==> config.mk <==
export PLATFORM = sky130hd
export DESIGN_NAME = l2_vector_normalize_unit_flat
export DESIGN_NICKNAME = d
export VERILOG_FILES = /design/src/l2vn_pkg.sv /design/src/l2vn_if.sv /design/src/l2vn_datapath.sv /design/src/l2vn_ctrl.sv /design/src/l2_vector_normalize_unit.sv /design/src/flat_wrapper.sv
export SDC_FILE = /design/constraint.sdc
export NUM_CORES = 2
export LEC_CHECK = 0
export BUFFER_PORTS_ARGS = -buffer_cell sky130_fd_sc_hd__buf_4
export CAP_MARGIN = 5
export CORE_ASPECT_RATIO = 0.75
export CORE_MARGIN = 2
export CORE_UTILIZATION = 40
export CTS_CLUSTER_SIZE = 30
export DETAILED_ROUTE_END_ITERATION = 7
export PLACE_DENSITY = 0.61
export SETUP_SLACK_MARGIN = 0.4
export SYNTH_ARGS = -nofsm -noshare
export SYNTH_HDL_FRONTEND = slang
export SYNTH_HIERARCHICAL = 1
export SYNTH_SLANG_ARGS = --single-unit
==> constraint.sdc <==
create_clock -name i_clk -period 13.4 [get_ports i_clk]
set_clock_uncertainty 0.1 [all_clocks]
set_input_delay 2.68 -clock i_clk [delete_from_list [all_inputs] [get_ports i_clk]]
set_output_delay 2.68 -clock i_clk [all_outputs]
set_load 0.005 [all_outputs]
==> src/l2vn_pkg.sv <==
package l2vn_pkg;

    // Element and result widths are fixed by the data format
    localparam int ELEM_W  = 16;
    localparam int SUM_W   = 37;
    // Norm holds floor(sqrt(sum * 2^16)): 54-bit radicand (one leading zero
    // keeps the bit pairs aligned to the LSB), 27-bit root
    localparam int RAD_W   = SUM_W + 17;
    localparam int ROOT_W  = RAD_W / 2;
    // Dividend is |e| * 2^24 + norm, divisor is 2 * norm
    localparam int DVD_W   = 42;
    localparam int DIV_W   = ROOT_W + 1;
    localparam int Q_W     = DVD_W - 1;
    localparam logic [ELEM_W-1:0] SAT_MAX = 16'h7FFF;

    // Commands from controller to datapath
    typedef struct packed {
        logic store;      // write element, add square
        logic drop;       // element beyond capacity
        logic sqrt_start; // load radicand into root unit
        logic sqrt_step;  // one root iteration
        logic rd_start;   // read store entry at r_rd_idx
        logic div_start;  // load quotient unit
        logic div_step;   // one quotient iteration
        logic clear;      // clear vector state
    } t_cmd;

    // Status from datapath to controller
    typedef struct packed {
        logic [6:0] count;
        logic       rd_last;
    } t_sts;

endpackage

==> src/l2vn_if.sv <==
interface l2vn_in_if;
    logic        valid;
    logic        ready;
    logic [15:0] element_value;
    logic        last_element;
    modport source (output valid, element_value, last_element, input ready);
    modport sink   (input valid, element_value, last_element, output ready);
endinterface

interface l2vn_out_if;
    logic        valid;
    logic        ready;
    logic [15:0] normalized_value;
    logic        last_result;
    logic        zero_norm;
    logic        length_overflow;
    modport source (output valid, normalized_value, last_result, zero_norm,
                    length_overflow, input ready);
    modport sink   (input valid, normalized_value, last_result, zero_norm,
                    length_overflow, output ready);
endinterface

==> src/l2vn_datapath.sv <==
module l2vn_datapath import l2vn_pkg::*; #(
    parameter int MAX_LEN = 64
) (
    input  logic              i_clk,
    input  logic              i_rst_n,
    input  t_cmd              i_cmd,
    input  logic [ELEM_W-1:0] i_elem,
    output t_sts              o_sts,
    output logic [ELEM_W-1:0] o_value,
    output logic              o_zero,
    output logic              o_ovf
);
    localparam int IDX_W = (MAX_LEN > 1) ? $clog2(MAX_LEN) : 1;

    logic [ELEM_W-1:0] mem [MAX_LEN];
    logic [ELEM_W-1:0] r_rd_data;
    logic [SUM_W-1:0]  r_sum;
    logic [6:0]        r_count;
    logic [6:0]        r_rd_idx;
    logic              r_ovf;
    logic [RAD_W-1:0]  r_rad;
    logic [ROOT_W-1:0] r_root;
    logic [ROOT_W:0]   r_rem;
    logic [DVD_W-1:0]  r_dvd;
    logic [Q_W-1:0]    r_quo;
    logic [DVD_W:0]    r_prem;
    logic              r_neg;

    logic [ELEM_W-1:0] mag_in;
    logic [31:0]       sq_in;
    logic [SUM_W-1:0]  sum_add;
    logic [SUM_W-1:0]  rad_sum;
    logic [ROOT_W+1:0] trial;
    logic [ROOT_W+1:0] rem_sh;
    logic [DVD_W:0]    prem_sh;
    logic [DIV_W-1:0]  divisor;
    logic [ELEM_W-1:0] mag_rd;
    logic [ELEM_W-1:0] q_sat;

    // Element magnitude and square
    assign mag_in = i_elem[ELEM_W-1] ? (~i_elem + 1'b1) : i_elem;
    assign sq_in  = mag_in * mag_in;

    // Running sum; the root takes the sum including an element stored this cycle
    assign sum_add = r_sum + SUM_W'(sq_in);
    assign rad_sum = i_cmd.store ? sum_add : r_sum;

    // Restoring square root: two radicand bits per step
    assign rem_sh = {r_rem[ROOT_W-1:0], r_rad[RAD_W-1 -: 2]};
    assign trial  = {r_root, 2'b01};

    // Restoring divide: one quotient bit per step
    assign divisor = {r_root, 1'b0};
    assign prem_sh = {r_prem[DVD_W-1:0], r_dvd[DVD_W-1]};
    assign mag_rd  = r_rd_data[ELEM_W-1] ? (~r_rd_data + 1'b1) : r_rd_data;
    assign q_sat   = (r_quo > Q_W'(SAT_MAX)) ? SAT_MAX : r_quo[ELEM_W-1:0];

    // Element store
    always_ff @(posedge i_clk) begin
        if (i_cmd.store)
            mem[r_count[IDX_W-1:0]] <= i_elem;
        if (i_cmd.rd_start)
            r_rd_data <= mem[r_rd_idx[IDX_W-1:0]];
    end

    // Vector state
    always_ff @(posedge i_clk) begin
        if (!i_rst_n) begin
            r_sum    <= '0;
            r_count  <= '0;
            r_ovf    <= 1'b0;
            r_rd_idx <= '0;
        end else if (i_cmd.clear) begin
            r_sum    <= '0;
            r_count  <= '0;
            r_ovf    <= 1'b0;
            r_rd_idx <= '0;
        end else begin
            if (i_cmd.store) begin
                r_sum   <= sum_add;
                r_count <= r_count + 7'd1;
            end
            if (i_cmd.drop)
                r_ovf <= 1'b1;
            if (i_cmd.rd_start)
                r_rd_idx <= r_rd_idx + 7'd1;
        end
    end

    // Root and quotient units
    always_ff @(posedge i_clk) begin
        if (i_cmd.sqrt_start) begin
            r_rad  <= {1'b0, rad_sum, 16'd0};
            r_root <= '0;
            r_rem  <= '0;
        end else if (i_cmd.sqrt_step) begin
            r_rad <= {r_rad[RAD_W-3:0], 2'b00};
            if (rem_sh >= trial) begin
                r_rem  <= (ROOT_W+1)'(rem_sh - trial);
                r_root <= {r_root[ROOT_W-2:0], 1'b1};
            end else begin
                r_rem  <= rem_sh[ROOT_W:0];
                r_root <= {r_root[ROOT_W-2:0], 1'b0};
            end
        end
        if (i_cmd.div_start) begin
            r_dvd  <= {2'b00, mag_rd, 24'd0} + DVD_W'(r_root);
            r_quo  <= '0;
            r_prem <= '0;
            r_neg  <= r_rd_data[ELEM_W-1];
        end else if (i_cmd.div_step) begin
            r_dvd <= {r_dvd[DVD_W-2:0], 1'b0};
            if (prem_sh >= (DVD_W+1)'(divisor)) begin
                r_prem <= prem_sh - (DVD_W+1)'(divisor);
                r_quo  <= {r_quo[Q_W-2:0], 1'b1};
            end else begin
                r_prem <= prem_sh;
                r_quo  <= {r_quo[Q_W-2:0], 1'b0};
            end
        end
    end

    assign o_zero         = (r_root == '0);
    assign o_ovf          = r_ovf;
    assign o_value        = o_zero ? r_rd_data : (r_neg ? (~q_sat + 1'b1) : q_sat);
    assign o_sts.count    = r_count;
    assign o_sts.rd_last  = (r_rd_idx == r_count);
endmodule

==> src/l2vn_ctrl.sv <==
module l2vn_ctrl import l2vn_pkg::*; #(
    parameter int MAX_LEN = 64
) (
    input  logic i_clk,
    input  logic i_rst_n,
    input  logic i_in_valid,
    input  logic i_in_last,
    output logic o_in_ready,
    input  logic i_out_ready,
    output logic o_out_valid,
    output logic o_out_last,
    input  t_sts i_sts,
    output t_cmd o_cmd
);
    typedef enum logic [2:0] {
        S_LOAD, S_SQRT, S_READ, S_LDDIV, S_DIV, S_OUT, S_CLEAR
    } t_state;

    t_state     r_state;
    logic [5:0] r_cnt;
    logic       r_last;
    logic       in_xfer;
    logic       room;

    assign in_xfer    = i_in_valid && (r_state == S_LOAD);
    assign o_in_ready = (r_state == S_LOAD);
    assign room       = (i_sts.count < 7'(MAX_LEN));

    always_comb begin
        o_cmd            = '0;
        o_cmd.store      = in_xfer && room;
        o_cmd.drop       = in_xfer && !room;
        o_cmd.sqrt_start = in_xfer && i_in_last;
        o_cmd.sqrt_step  = (r_state == S_SQRT);
        o_cmd.rd_start   = (r_state == S_READ) && !i_sts.rd_last;
        o_cmd.div_start  = (r_state == S_LDDIV);
        o_cmd.div_step   = (r_state == S_DIV);
        o_cmd.clear      = (r_state == S_CLEAR) ||
                           ((r_state == S_READ) && i_sts.rd_last);
    end

    // Sequencer: load, root, then read/divide/emit per element
    always_ff @(posedge i_clk) begin
        if (!i_rst_n) begin
            r_state     <= S_LOAD;
            r_cnt       <= '0;
            r_last      <= 1'b0;
            o_out_valid <= 1'b0;
            o_out_last  <= 1'b0;
        end else begin
            case (r_state)
                S_LOAD: if (in_xfer && i_in_last) begin
                    r_state <= S_SQRT;
                    r_cnt   <= 6'(ROOT_W - 1);
                end
                S_SQRT: begin
                    r_cnt <= r_cnt - 6'd1;
                    if (r_cnt == '0) r_state <= S_READ;
                end
                S_READ: begin
                    if (i_sts.rd_last) r_state <= S_LOAD;
                    else r_state <= S_LDDIV;
                end
                S_LDDIV: begin
                    r_state <= S_DIV;
                    r_cnt   <= 6'(DVD_W - 1);
                    r_last  <= i_sts.rd_last;
                end
                S_DIV: begin
                    r_cnt <= r_cnt - 6'd1;
                    if (r_cnt == '0) begin
                        r_state     <= S_OUT;
                        o_out_valid <= 1'b1;
                        o_out_last  <= r_last;
                    end
                end
                S_OUT: if (i_out_ready) begin
                    o_out_valid <= 1'b0;
                    r_state     <= r_last ? S_CLEAR : S_READ;
                end
                S_CLEAR: r_state <= S_LOAD;
                default: r_state <= S_LOAD;
            endcase
        end
    end
endmodule

==> src/l2_vector_normalize_unit.sv <==
// L2 vector normalize unit.
// Input channel (l2vn_in_if): one signed element per transfer; last_element
// closes the vector. Up to MAX_LEN elements are stored; further ones are
// dropped and length_overflow is set on every result of that vector.
// Output channel (l2vn_out_if): one result per stored element, in arrival
// order, as element / L2 norm in Q1.15, saturated to +/-32767. If the norm
// is zero, raw elements come out with zero_norm set.
// Timing: an element is taken on every transfer. After the last element the
// root unit runs one root bit per cycle, then each result takes a read, a load
// and the quotient steps (one quotient bit per cycle), plus an output state
// that holds until its transfer, and a clear state closes the vector.
// Input is held off while results drain.
// A stalled receiver holds the current result in the output register;
// the sequencer waits. Synchronous active-low reset returns to loading an
// empty vector; the element store itself is not cleared.
module l2_vector_normalize_unit import l2vn_pkg::*; #(
    parameter int MAX_LEN    = 64,
    parameter int ELEM_WIDTH = 16
) (
    input  logic       i_clk,
    input  logic       i_rst_n,
    l2vn_in_if.sink    i_in,
    l2vn_out_if.source o_out
);
    t_cmd              cmd;
    t_sts              sts;
    logic [ELEM_W-1:0] elem;

    // Sign-extend input from ELEM_WIDTH bits
    assign elem = ELEM_W'($signed(i_in.element_value[ELEM_WIDTH-1:0]));

    l2vn_ctrl #(.MAX_LEN(MAX_LEN)) u_ctrl (
        .i_clk       (i_clk),
        .i_rst_n     (i_rst_n),
        .i_in_valid  (i_in.valid),
        .i_in_last   (i_in.last_element),
        .o_in_ready  (i_in.ready),
        .i_out_ready (o_out.ready),
        .o_out_valid (o_out.valid),
        .o_out_last  (o_out.last_result),
        .i_sts       (sts),
        .o_cmd       (cmd)
    );

    l2vn_datapath #(.MAX_LEN(MAX_LEN)) u_dp (
        .i_clk   (i_clk),
        .i_rst_n (i_rst_n),
        .i_cmd   (cmd),
        .i_elem  (elem),
        .o_sts   (sts),
        .o_value (o_out.normalized_value),
        .o_zero  (o_out.zero_norm),
        .o_ovf   (o_out.length_overflow)
    );
endmodule

==> src/flat_wrapper.sv <==
// flat-port wrapper written by rule: the top's interface ports become plain ports
module l2_vector_normalize_unit_flat import l2vn_pkg::*;
#(
    parameter int MAX_LEN    = 64,
    parameter int ELEM_WIDTH = 16
)
  (i_clk, i_rst_n, i_in_valid, i_in_element_value, i_in_last_element, i_in_ready, o_out_valid, o_out_normalized_value, o_out_last_result, o_out_zero_norm, o_out_length_overflow, o_out_ready);
  l2vn_in_if i_in_i ();
  l2vn_out_if o_out_i ();
  input  logic i_clk;
  input  logic i_rst_n;
  input wire logic [$bits(i_in_i.valid)-1:0] i_in_valid;
  input wire logic [$bits(i_in_i.element_value)-1:0] i_in_element_value;
  input wire logic [$bits(i_in_i.last_element)-1:0] i_in_last_element;
  output wire logic [$bits(i_in_i.ready)-1:0] i_in_ready;
  output wire logic [$bits(o_out_i.valid)-1:0] o_out_valid;
  output wire logic [$bits(o_out_i.normalized_value)-1:0] o_out_normalized_value;
  output wire logic [$bits(o_out_i.last_result)-1:0] o_out_last_result;
  output wire logic [$bits(o_out_i.zero_norm)-1:0] o_out_zero_norm;
  output wire logic [$bits(o_out_i.length_overflow)-1:0] o_out_length_overflow;
  input wire logic [$bits(o_out_i.ready)-1:0] o_out_ready;
  assign i_in_i.valid = i_in_valid;
  assign i_in_i.element_value = i_in_element_value;
  assign i_in_i.last_element = i_in_last_element;
  assign i_in_ready = i_in_i.ready;
  assign o_out_valid = o_out_i.valid;
  assign o_out_normalized_value = o_out_i.normalized_value;
  assign o_out_last_result = o_out_i.last_result;
  assign o_out_zero_norm = o_out_i.zero_norm;
  assign o_out_length_overflow = o_out_i.length_overflow;
  assign o_out_i.ready = o_out_ready;
  l2_vector_normalize_unit #(.MAX_LEN(MAX_LEN), .ELEM_WIDTH(ELEM_WIDTH)) u_core (.i_clk(i_clk), .i_rst_n(i_rst_n), .i_in(i_in_i), .o_out(o_out_i));
endmodule
==> metrics.md <==
| Metric | Value |
|---|---|
| Status | completed |
| Cell area power density | 231 nW/um2 |
| Layout area overhead | 12.0% |
| Max-slew headroom | 0.266 |
| Crit end category | flop |
| Setup violations, final | 0 |
| Initial antenna violation count | 11 |
| Asr flop ratio synth | 0 |
| GPL Wtd Cong | 0.846 |
| Period utilization | 0.828 |
| Most common cell after layout, fill and taps aside | edfxtp_1 |
| Final design utilization | 0.451 |
| DR top layer | met4 |
| Post-CTS Setup Inserts | 0 |
| Critical path class | input pin to flop |
| Vias | 36,790 |
| CTS root buffer | clkbuf_16 |
| Initial DRT Pass Iterations | 6 |
| P_sw | 6.61 mW |
| CP Launch Type | input pin |
| Post-DR vias/cell | 5.49 |
| Sink Count | 1,322 |
| Port bufs | 41 |
| Worst-Skew Late Latency | 0.79 ns |
| RSZ-0062 raised after global routing | no |
| TNS Setup | 0 ns |
| Share of layout cells above drive strength 1 | 0.180 |
| Switching Share | 0.397 |
| CTS buffer count | 136 |
| Ys flop type | edfxtp_1 |
| Post-synthesis mux area share | 0.144 |
| Post-cts repair resize count | 0 |
| Vias in the first global route | 36,005 |
| Cell Area, Synth | 64,300 um2 |
| Clk slew on worst S/H paths | 0.06 ns |
| Hold Fails Final Rpt | 0 |
| Pre-CTS WS | 1.51 ns |
| Maximum vdd ir drop | 499 uV |
| # DRC | 0 |
| Crit path DAT | 11.58 ns |
| Static Leakage | 25.1 nW |
| Routed metal-1 wirelength | 72,000 um |
| GR Util All Layers | 0.194 |
| Routed met2 length | 69,000 um |
| Synth cell types | 87 |
| I/O Pins | 42 |
| Final wirelength | 159,000 um |
| Proportion of power drawn by the clock network | 0.231 |
| Int Pwr | 10.0 mW |
| CTS tree | yes |
| Htree depth | 4 |
| Drt initial violations | 3,666 |
| Fmax | 90.1 MHz |
| Starting Density | 0.403 |
| Simple-gate share of the synthesized area | 0.0654 |
| Clock buffer depth | 3 |
| Count of hold-fix buffers inserted at cts | 0 |
| Sequential power share | 0.292 |
| # rows | 127 |
| Fin crit period | 11.10 ns |
| WL met3 | 13,800 um |
| Total gr overflow | 0 |
| Most frequent cells in the layout | edfxtp_1, inv_1, nor2_1 |
| Pin count of the biggest net entering global routing | 126 |
| Synth Warn # | 6 |
| Total power | 16.6 mW |
| HP Class | flop to flop |
| Count of pins over their slew limit | 0 |
| Compound-Gate Fraction of Synth Area | 0.0521 |
| Core area | 160,000 um2 |
| Largest family of logic cells by synthesized area | multiplexers |
| Gate power share | 0.477 |
| Synthesized netlist cell count | 4,396 |
| Post-route setup slack | 2.30 ns |
| Die width | 467 um |
| Register area share after synthesis | 0.586 |
| Synth Area in XOR/XNOR | 0.0202 |
| Worst-Margin Slew | 1.10 ns |
| EDFF count, synth | 1,120 |
| Die Y-Extent | 351 um |
| Worst Path Max Fanout | 68 |
| HPWL after DPL | 99,800 um |
| CP required | 13.88 ns |
| First-pass GRT wire length | 236,000 um |
| Adder-Cell Fraction of Synth Area | 0.0942 |
| Worst hold margin | 0.353 ns |
| Antenna Nets Post-Route | 0 |
| Max-cap violations | 0 |
| Routed len/inst | 23.7 um |
| Register bit total from synthesis | 1,322 |
| Fin nets | 4,854 |
| Syn_area_per_cell | 14.6 um2 |
| Die area | 164,000 um2 |
-- state kept, by name (all words and copies together), names as in the netlist --
| name | flops |
|---|---|
| u_core/u_ctrl/o_out_last | 1 |
| u_core/u_dp/r_neg | 1 |
| u_core/u_ctrl/o_out_valid | 1 |
| u_core/u_ctrl/r_cnt | 6 |
| u_core/u_dp/mem | 1024 |
| u_core/u_dp/r_quo | 41 |
| u_core/u_dp/r_count | 7 |
| u_core/u_dp/r_rd_idx | 7 |
| u_core/u_dp/r_dvd | 42 |
| u_core/u_ctrl/r_last | 1 |
| u_core/u_dp/r_rem | 27 |
| u_core/u_dp/r_rd_data | 16 |
| u_core/u_dp/r_rad | 38 |
| u_core/u_dp/r_root | 27 |
| u_core/u_dp/o_ovf | 1 |
| u_core/u_ctrl/r_state | 3 |
| u_core/u_dp/r_prem | 42 |
| u_core/u_dp/r_sum | 37 |
-- per-stage QoR --
stage                     area [um2]  cells
after floorplan                64300   4405
after global placement         67500   6457
after detailed placement       67500   6457
after CTS                      72000   6701
after global routing           72000   6702
final                          72000   6706
-- power groups by stage --
stage / registers [mW] / clock network, mW / logic [mW]
6_report: 4.86 / 3.84 / 7.94
5_1_grt: 4.88 / 4.09 / 8.92
4_1_cts: 4.86 / 3.93 / 7.92
3_5_place_dp: 4.95 / 0 / 7.84
3_3_place_gp: 4.94 / 0 / 7.81
2_1_floorplan: 4.88 / 0 / 5.93
-- synthesized netlist by cell type (all sizes together) (41+ instances only) --
cell	n	area (um2)
fa	197	3940
nand2	197	742
o21ai	89	449
clkbuf	148	556
xnor2	83	727
mux2i	125	1250
xor2	63	574
inv	417	1570
a21oi	172	861
a211oi	68	523
mux4	336	7570
dfxtp	202	4040
buf	68	299
nor2	417	1580
ha	169	2110
edfxtp	1120	33600
mux2	41	462
-- cell type report --
| class | count | area (um2) |
|---|---|---|
| Timing Repair Buffer | 140 | 1090 |
| Multi-Input combinational cell | 2448 | 24400 |
| Clock buffer | 171 | 3590 |
| Clock inverter | 73 | 948 |
| Antenna cell | 5 | 12.5 |
| Fill cell | 14039 | 87700 |
| Inverter | 419 | 1570 |
| Sequential cell | 1322 | 37700 |
| Tap cell | 2128 | 2660 |
-- critical path, stage by stage --
cell and delay, ns:
buf_4 0.32, or4_4 0.61, or3_4 0.39, nand2_1 0.09, xor2_1 0.53, inv_1 0.43
nand2b_1 0.47, inv_1 0.16, fa_1 0.56, inv_1 0.05, fa_1 0.53, inv_1 0.06
fa_1 0.51, fa_1 0.52, fa_1 0.55, inv_1 0.06, fa_1 0.53, inv_1 0.05
ha_1 0.37, a21o_1 0.21, a2111oi_0 0.40, o22ai_1 0.15, a31oi_1 0.45, o21ai_0 0.23
a31oi_1 0.37, nor3_1 0.08, a211oi_1 0.19
-- cells by family after synthesis --
kind of cell,Yosys count
other,2
flip-flops,1322
multiplexers,502
XOR/XNOR,146
buffers and inverters,635
AND/OR/NAND/NOR,908
adder cells (fa/ha/maj),366
AO/OA/AOI/OAI,515
-- metal layers --
metal	up-vias	global-route usage
li1	16442	-
met1	18876	0.285
met2	1268	0.284
met3	204	0.0509
met4	0	0.0542
met5	-	0
-- worst paths after layout --
path | start | to | slack [ns] | cells past startpoint
setup reg to reg | u_core/u_dp/r_sum[8] | u_core/u_dp/r_rad[51] | 7.64 | 18
hold reg to reg | u_core/u_ctrl/r_cnt[5] | u_core/u_ctrl/r_cnt[5] | 0.35 | 2
setup / recovery | i_in_element_value[4] | u_core/u_dp/r_rad[51] | 2.30 | 27
hold / removal | u_core/u_ctrl/r_cnt[5] | u_core/u_ctrl/r_cnt[5] | 0.35 | 2
Power figures use the tool's default switching activity.
